--- config.mk ---
export PLATFORM = sky130hd
export DESIGN_NAME = fast_hash_64_stream
export DESIGN_NICKNAME = d
export VERILOG_FILES = /design/src/hdl/fh64_pkg.sv /design/src/hdl/fast_hash_64_stream.sv /design/src/hdl/fh64_mul.sv
export SDC_FILE = /design/constraint.sdc
export NUM_CORES = 2
export LEC_CHECK = 0
export ABC_AREA = 1
export BUFFER_PORTS_ARGS = -buffer_cell sky130_fd_sc_hd__clkbuf_2
export CORE_MARGIN = 3
export CORE_UTILIZATION = 50
export DETAILED_ROUTE_END_ITERATION = 8
export HOLD_SLACK_MARGIN = 0.12
export PLACE_DENSITY = 0.67
export SYNTH_ARGS = -nofsm -noshare
export SYNTH_HDL_FRONTEND = slang
export SYNTH_SLANG_ARGS = --single-unit
--- constraint.sdc ---
create_clock -name clk -period 13.9 [get_ports clk]
set_input_delay 2.085 -clock clk [delete_from_list [all_inputs] [get_ports clk]]
set_output_delay 2.085 -clock clk [all_outputs]
set_load 0.01 [all_outputs]
--- src/hdl/fh64_pkg.sv ---
// ----------------------------------------------------------------------------
// fh64_pkg
// Constants, shared types and small helper functions for the streaming
// 64-bit fast hash.
// ----------------------------------------------------------------------------
`default_nettype none

package fh64_pkg;

  localparam logic [63:0] MIX_MUL  = 64'h2127599bf4325c37;
  localparam logic [63:0] HASH_MUL = 64'h880355f21e6d1965;
  localparam int unsigned SHIFT_A  = 23;
  localparam int unsigned SHIFT_B  = 47;

  // Request from the sequencer to the shared multiplier.
  typedef struct packed {
    logic        start;
    logic [63:0] a;
    logic [63:0] b;
  } mul_req_t;

  // Result returned by the shared multiplier.
  typedef struct packed {
    logic        done;
    logic [63:0] product;
  } mul_rsp_t;

  function automatic logic [63:0] xs_a(input logic [63:0] v);
    return v ^ (v >> SHIFT_A);
  endfunction

  function automatic logic [63:0] xs_b(input logic [63:0] v);
    return v ^ (v >> SHIFT_B);
  endfunction

  // Keeps the low tail bytes of a word; a tail of zero keeps the whole word.
  function automatic logic [63:0] tail_mask(input logic [2:0] tail);
    logic [2:0] drop;
    drop = 3'(~tail + 3'd1);
    return {64{1'b1}} >> {drop, 3'b000};
  endfunction

endpackage

`default_nettype wire

--- src/hdl/fast_hash_64_stream.sv ---
// ----------------------------------------------------------------------------
// fast_hash_64_stream
// Streaming 64-bit fast hash of a key delivered as little-endian words.
// ----------------------------------------------------------------------------
// Usage: key words enter on in_valid/in_stall, one request per 64-bit word,
// with first_word and last_word marking the key's bounds; key_length is read
// on the first word. A word marked last produces one request on
// out_valid/out_stall carrying hash_value. Other words produce nothing.
// Timing: every 64-bit multiply runs on one shared 32x32 multiplier and ends
// with a hand-off through its done flag. A middle word needs two multiplies,
// a first word adds one multiply for the length, and a last word adds one
// more for the final mix plus the ST_FSTART state to start it. The input is
// stalled whenever a word is in progress.
// Reset: rst clears the running hash, tail count and empty-key flag, and
// drops any pending result.
// Output stall: a result waits in the output register. The next word is still
// accepted and absorbed, but its final mix starts only once the output
// register has been emptied.
// ----------------------------------------------------------------------------
`default_nettype none

module fast_hash_64_stream (
  input  wire logic        clk,
  input  wire logic        rst,
  input  wire logic        in_valid,
  output      logic        in_stall,
  input  wire logic [63:0] key_word,
  input  wire logic [31:0] key_length,
  input  wire logic        first_word,
  input  wire logic        last_word,
  output      logic        out_valid,
  input  wire logic        out_stall,
  output      logic [63:0] hash_value
);

  typedef enum logic [5:0] {
    ST_IDLE   = 6'b000001,
    ST_LEN    = 6'b000010,
    ST_MIX    = 6'b000100,
    ST_HASH   = 6'b001000,
    ST_FSTART = 6'b010000,
    ST_FIN    = 6'b100000
  } state_t;

  state_t             state;
  state_t             state_next;
  logic [63:0]        running_hash;
  logic [2:0]         tail_bytes;
  logic               empty_key;
  logic [63:0]        word_r;
  logic               last_r;
  logic               accept;
  logic               eff_empty;
  logic [2:0]         eff_tail;
  logic [63:0]        word_in;
  fh64_pkg::mul_req_t mreq;
  fh64_pkg::mul_rsp_t mrsp;

  fh64_mul u_mul (
    .clk (clk),
    .rst (rst),
    .req (mreq),
    .rsp (mrsp)
  );

  assign in_stall = (state != ST_IDLE);
  assign accept   = in_valid && !in_stall;

  // A first word sets the tail and empty flag that apply to itself.
  assign eff_empty = first_word ? (key_length == 32'd0) : empty_key;
  assign eff_tail  = first_word ? key_length[2:0] : tail_bytes;
  assign word_in   = last_word ? (key_word & fh64_pkg::tail_mask(eff_tail)) : key_word;

  always_comb begin
    state_next = state;
    mreq.start = 1'b0;
    mreq.a     = fh64_pkg::xs_a(word_r);
    mreq.b     = fh64_pkg::MIX_MUL;
    unique case (state)
      ST_IDLE: begin
        if (accept) begin
          if (first_word) begin
            mreq.start = 1'b1;
            mreq.a     = {32'd0, key_length};
            mreq.b     = fh64_pkg::HASH_MUL;
            state_next = ST_LEN;
          end else if (!eff_empty) begin
            mreq.start = 1'b1;
            mreq.a     = fh64_pkg::xs_a(word_in);
            state_next = ST_MIX;
          end else if (last_word) begin
            state_next = ST_FSTART;
          end
        end
      end
      ST_LEN: begin
        if (mrsp.done) begin
          if (!empty_key) begin
            mreq.start = 1'b1;
            state_next = ST_MIX;
          end else if (last_r) begin
            state_next = ST_FSTART;
          end else begin
            state_next = ST_IDLE;
          end
        end
      end
      ST_MIX: begin
        if (mrsp.done) begin
          mreq.start = 1'b1;
          mreq.a     = running_hash ^ fh64_pkg::xs_b(mrsp.product);
          mreq.b     = fh64_pkg::HASH_MUL;
          state_next = ST_HASH;
        end
      end
      ST_HASH: begin
        if (mrsp.done) state_next = last_r ? ST_FSTART : ST_IDLE;
      end
      ST_FSTART: begin
        if (!out_valid) begin
          mreq.start = 1'b1;
          mreq.a     = fh64_pkg::xs_a(running_hash);
          state_next = ST_FIN;
        end
      end
      ST_FIN: begin
        if (mrsp.done) state_next = ST_IDLE;
      end
      default: state_next = ST_IDLE;
    endcase
  end

  always_ff @(posedge clk) begin
    if (rst) begin
      state        <= ST_IDLE;
      running_hash <= 64'd0;
      tail_bytes   <= 3'd0;
      empty_key    <= 1'b0;
      out_valid    <= 1'b0;
    end else begin
      state <= state_next;
      if (accept && first_word) begin
        tail_bytes <= key_length[2:0];
        empty_key  <= (key_length == 32'd0);
      end
      if (mrsp.done && (state == ST_LEN || state == ST_HASH)) begin
        running_hash <= mrsp.product;
      end
      if (state == ST_FIN && mrsp.done) begin
        out_valid <= 1'b1;
      end else if (!out_stall) begin
        out_valid <= 1'b0;
      end
    end
  end

  always_ff @(posedge clk) begin
    if (accept) begin
      word_r <= word_in;
      last_r <= last_word;
    end
    if (state == ST_FIN && mrsp.done) begin
      hash_value <= fh64_pkg::xs_b(mrsp.product);
    end
  end

`ifndef SYNTHESIS
  a_done_busy: assert property (@(posedge clk) disable iff (rst)
    mrsp.done |-> (state == ST_LEN || state == ST_MIX || state == ST_HASH || state == ST_FIN))
    else $error("multiplier finished with no multiply outstanding");

  a_fin_out_free: assert property (@(posedge clk) disable iff (rst)
    (state == ST_FIN) |-> !out_valid)
    else $error("final mix running while a result is still pending");

  a_first_len: assert property (@(posedge clk) disable iff (rst)
    (accept && first_word) |=> (state == ST_LEN))
    else $error("first word did not start the length multiply");

  a_empty_skip: assert property (@(posedge clk) disable iff (rst)
    (accept && !first_word && empty_key && !last_word) |=> (state == ST_IDLE))
    else $error("word of an empty key was not ignored");

  a_out_set: assert property (@(posedge clk) disable iff (rst)
    (state == ST_FIN && mrsp.done) |=> out_valid)
    else $error("final hash not presented");
`endif

endmodule

`default_nettype wire

--- src/hdl/fh64_mul.sv ---
// ----------------------------------------------------------------------------
// fh64_mul
// Shared 64x64 multiplier giving the low 64 product bits in the steps MS_LL,
// MS_LH and MS_HL with a single 32x32 multiplier and an accumulator.
// ----------------------------------------------------------------------------
`default_nettype none

module fh64_mul (
  input  wire logic              clk,
  input  wire logic              rst,
  input  wire fh64_pkg::mul_req_t req,
  output      fh64_pkg::mul_rsp_t rsp
);

  typedef enum logic [3:0] {
    MS_IDLE = 4'b0001,
    MS_LL   = 4'b0010,
    MS_LH   = 4'b0100,
    MS_HL   = 4'b1000
  } mul_state_t;

  mul_state_t  state;
  mul_state_t  state_next;
  logic [63:0] a_r;
  logic [63:0] b_r;
  logic [63:0] acc;
  logic        done;
  logic [31:0] op_x;
  logic [31:0] op_y;
  logic [63:0] prod;

  // The cross terms only reach the upper half of the low product.
  always_comb begin
    op_x = a_r[31:0];
    op_y = b_r[31:0];
    state_next = state;
    unique case (state)
      MS_IDLE: begin
        if (req.start) state_next = MS_LL;
      end
      MS_LL: begin
        state_next = MS_LH;
      end
      MS_LH: begin
        op_y = b_r[63:32];
        state_next = MS_HL;
      end
      MS_HL: begin
        op_x = a_r[63:32];
        state_next = MS_IDLE;
      end
      default: state_next = MS_IDLE;
    endcase
  end

  assign prod = op_x * op_y;

  always_ff @(posedge clk) begin
    if (rst) begin
      state <= MS_IDLE;
      done  <= 1'b0;
    end else begin
      state <= state_next;
      done  <= (state == MS_HL);
    end
  end

  always_ff @(posedge clk) begin
    if (state == MS_IDLE && req.start) begin
      a_r <= req.a;
      b_r <= req.b;
    end
    unique case (state)
      MS_IDLE: ;
      MS_LL:   acc <= prod;
      MS_LH:   acc[63:32] <= acc[63:32] + prod[31:0];
      MS_HL:   acc[63:32] <= acc[63:32] + prod[31:0];
      default: ;
    endcase
  end

  assign rsp.done    = done;
  assign rsp.product = acc;

endmodule

`default_nettype wire
==> results.json <==
{
  "cp.depth": 33,
  "min_to": "tail_bytes[1]",
  "setup_viol": 0,
  "yosysWarningCount": 0,
  "path_buf_inv": 8,
  "yosys.area.top_type": "fa_1",
  "synthTopCellsByArea": "fa_1 32%, edfxtp_1 16%, ha_1 11%",
  "startpoint_type": "register",
  "grt.total_usage": 0.384,
  "dieArea_um2": 99600,
  "max-cap-violations": 0,
  "min-delay-start": "tail_bytes[1]",
  "reg2reg_from": "u_mul.state[3]",
  "fin_tns_setup_ns": 0,
  "antenna_left": 0,
  "synth_common_cells": "1267 x inv_1, 768 x fa_1, 747 x nand2_1",
  "cts_resized": 0,
  "cts_root_buf": "clkbuf_16",
  "overflow": 0,
  "syn_avg_cell_area_um2": 8.68,
  "crit_path_max_fanout": 29,
  "portBuffers": 167,
  "worstPathRequired_ns": 14.19,
  "gp_congestion": 1.07,
  "netlist_instances": 5517,
  "drt-initial-drc-count": 5246,
  "fin_crit_sh": 0.834,
  "finalClockSkew_ns": 0.0241,
  "critical_path.slowest_cell": "nor3_2",
  "cp-end-kind": "register",
  "rows": 112,
  "fp.dieW_um": 316,
  "slew_headroom": 0.165,
  "crit_type": "reg2reg",
  "hold_violations": 0,
  "dp_hpwl_mm": 163,
  "routedWlPerCell_um": 27.5,
  "worst-r2r-setup-slack_ns": 2.30,
  "timing.rr.end": "u_mul.acc[61]",
  "core_um2": 94200,
  "syn_to_final_growth_pct": 6.69,
  "dr.pass1.iters": 6,
  "grt_start_max_net_pins": 76,
  "synth_area_um2": 47900,
  "slowest_delay_ns": 0.71,
  "cts_tree": "built",
  "post-cts-setup-buffers": 0,
  "vias": 39900,
  "clock_path_buffers": 3,
  "ys_types": 56,
  "yosysSeqAreaShare": 0.196,
  "drv_slew": 0,
  "ios": 168,
  "viasPerCell": 5.78,
  "cts_sinks": 339,
  "numCtsBuffers": 34,
  "syn-num-nets": 6801,
  "clk_pin_slew_worst_paths_ns": 0.06,
  "multi_input_area_um2": 33200,
  "wirelength_mm": 190,
  "drc": 0,
  "fin_nets": 6905,
  "htreeDepth": 2,
  "holdPathStages": 2,
  "path_common_cell": "fa_1",
  "ys_ff_latch": 339,
  "worst_pin_slew_ns": 1.25,
  "r2r_cells": 33,
  "drive_gt1_frac": 0.0639,
  "start_util": 0.509,
  "die_y_um": 316,
  "cts_hold_buf": 0,
  "yosys_most_used_dff": "edfxtp_1",
  "netlist.area_leader.share": 0.321,
  "clock_latency_ns": 0.55,
  "hp-class": "reg2reg",
  "grt_pass1_vias": 39700,
  "period_minus_slack_ns": 11.60,
  "cpLargestDelayFamily": "adder cells",
  "grt_pass1_wl_mm": 275,
  "rsz0062_at_grt": "no",
  "status": "completed",
  "critPathArrivalTime_ns": 11.89,
  "antenna_found_initial": 12,
  "fillCellCount": 8950,
  "async_reset_ff_frac": 0,
  "regArea_um2": 9380,
  "synth-edff-count": 259,
  "synth.most_common_cell": "inv_1",
  "fmax_ghz": 0.0862
}
-- cells by family after synthesis --
kind of cell / count (synthesis) / share of synthesized area
simple gates: 1730 / 0.147
buf+inv: 1421 / 0.113
fa+ha+maj: 1182 / 0.429
compound gates: 654 / 0.0797
flops: 339 / 0.196
xor+xnor: 187 / 0.0342
mux: 4 / 0.000940
-- final cells by class --
| type | instances | area share |
|---|---|---|
| clock buffers | 43 | 0.0175 |
| inverters | 1287 | 0.0946 |
| flip-flops and latches | 339 | 0.184 |
| clock inverters | 18 | 0.00340 |
| diodes | 1 | 0.0000490 |
| multi-input cells | 3757 | 0.649 |
| repair buffers | 202 | 0.0215 |
| well taps | 1254 | 0.0307 |
-- placed cells by master (no fill, tap or decap), drive strengths merged, types with 6 or more instances in the layout --
| cell type | count |
|---|---|
| a21boi | 8 |
| a21o | 12 |
| a21oi | 206 |
| a221oi | 7 |
| a31oi | 6 |
| buf | 35 |
| clkbuf | 210 |
| clkinv | 11 |
| dfxtp | 80 |
| edfxtp | 259 |
| fa | 768 |
| ha | 414 |
| inv | 1292 |
| nand2 | 753 |
| nand3 | 157 |
| nand3b | 13 |
| nand4 | 28 |
| nor2 | 734 |
| nor3 | 20 |
| o2111ai | 14 |
| o211ai | 24 |
| o21ai | 276 |
| o21bai | 17 |
| o221ai | 32 |
| o22ai | 35 |
| or2 | 18 |
| xnor2 | 95 |
| xor2 | 92 |
-- registers in the layout (all words and copies together), names as in the netlist, 2 cells and up --
name and count:
tail_bytes 3, word_r 64, u_mul.a_r 64, u_mul.acc 64, state 6, u_mul.state 4, running_hash 64, hash_value 64
u_mul.b_r 2
-- routing by layer --
layer | vias up | global-route usage | share of wire
li1 | 17300 | - | -
met1 | 19700 | 0.550 | 0.41
met2 | 2565 | 0.545 | 0.41
met3 | 409 | 0.133 | 0.14
met4 | 20 | 0.124 | 0.041
met5 | - | 0 | 0.00067
-- through the flow --
stage	cell area (um^2)	std cells	util	setup slack [ns]	hold WS, ns
6_report	51100	6901	0.543	2.30	0.465
5_1_grt	51100	6900	0.543	1.79	0.500
4_1_cts	51100	6900	0.543	2.32	0.465
3_5_place_dp	50000	6839	0.531	2.35	0.455
3_3_place_gp	50000	6839	0.531	2.36	0.452
2_1_floorplan	47900	5517	-	5.52	0.424
-- worst reg2reg max path: cells and delay by family, from the launching register on --
kind | cells | cell delay (ns)
buffers and inverters | 8 | 1.48
adders and majority gates | 10 | 4.88
and+or+nand+nor | 6 | 2.05
xor gates and xnor gates | 1 | 0.36
AOI/OAI and AO/OA | 8 | 2.16
DFF | 1 | 0.43
-- how the worst max path moves through the flow --
stage                        start            end
global route        u_mul.state[0]  u_mul.acc[61]
finish              u_mul.state[3]  u_mul.acc[61]
CTS                 u_mul.state[3]  u_mul.acc[61]
floorplan           u_mul.state[0]  u_mul.acc[63]
global placement    u_mul.state[0]  u_mul.acc[61]
detailed placement  u_mul.state[3]  u_mul.acc[61]
Power is not shown: default switching activity piles up to over one toggle a cycle in this logic, so the estimate is an artifact.
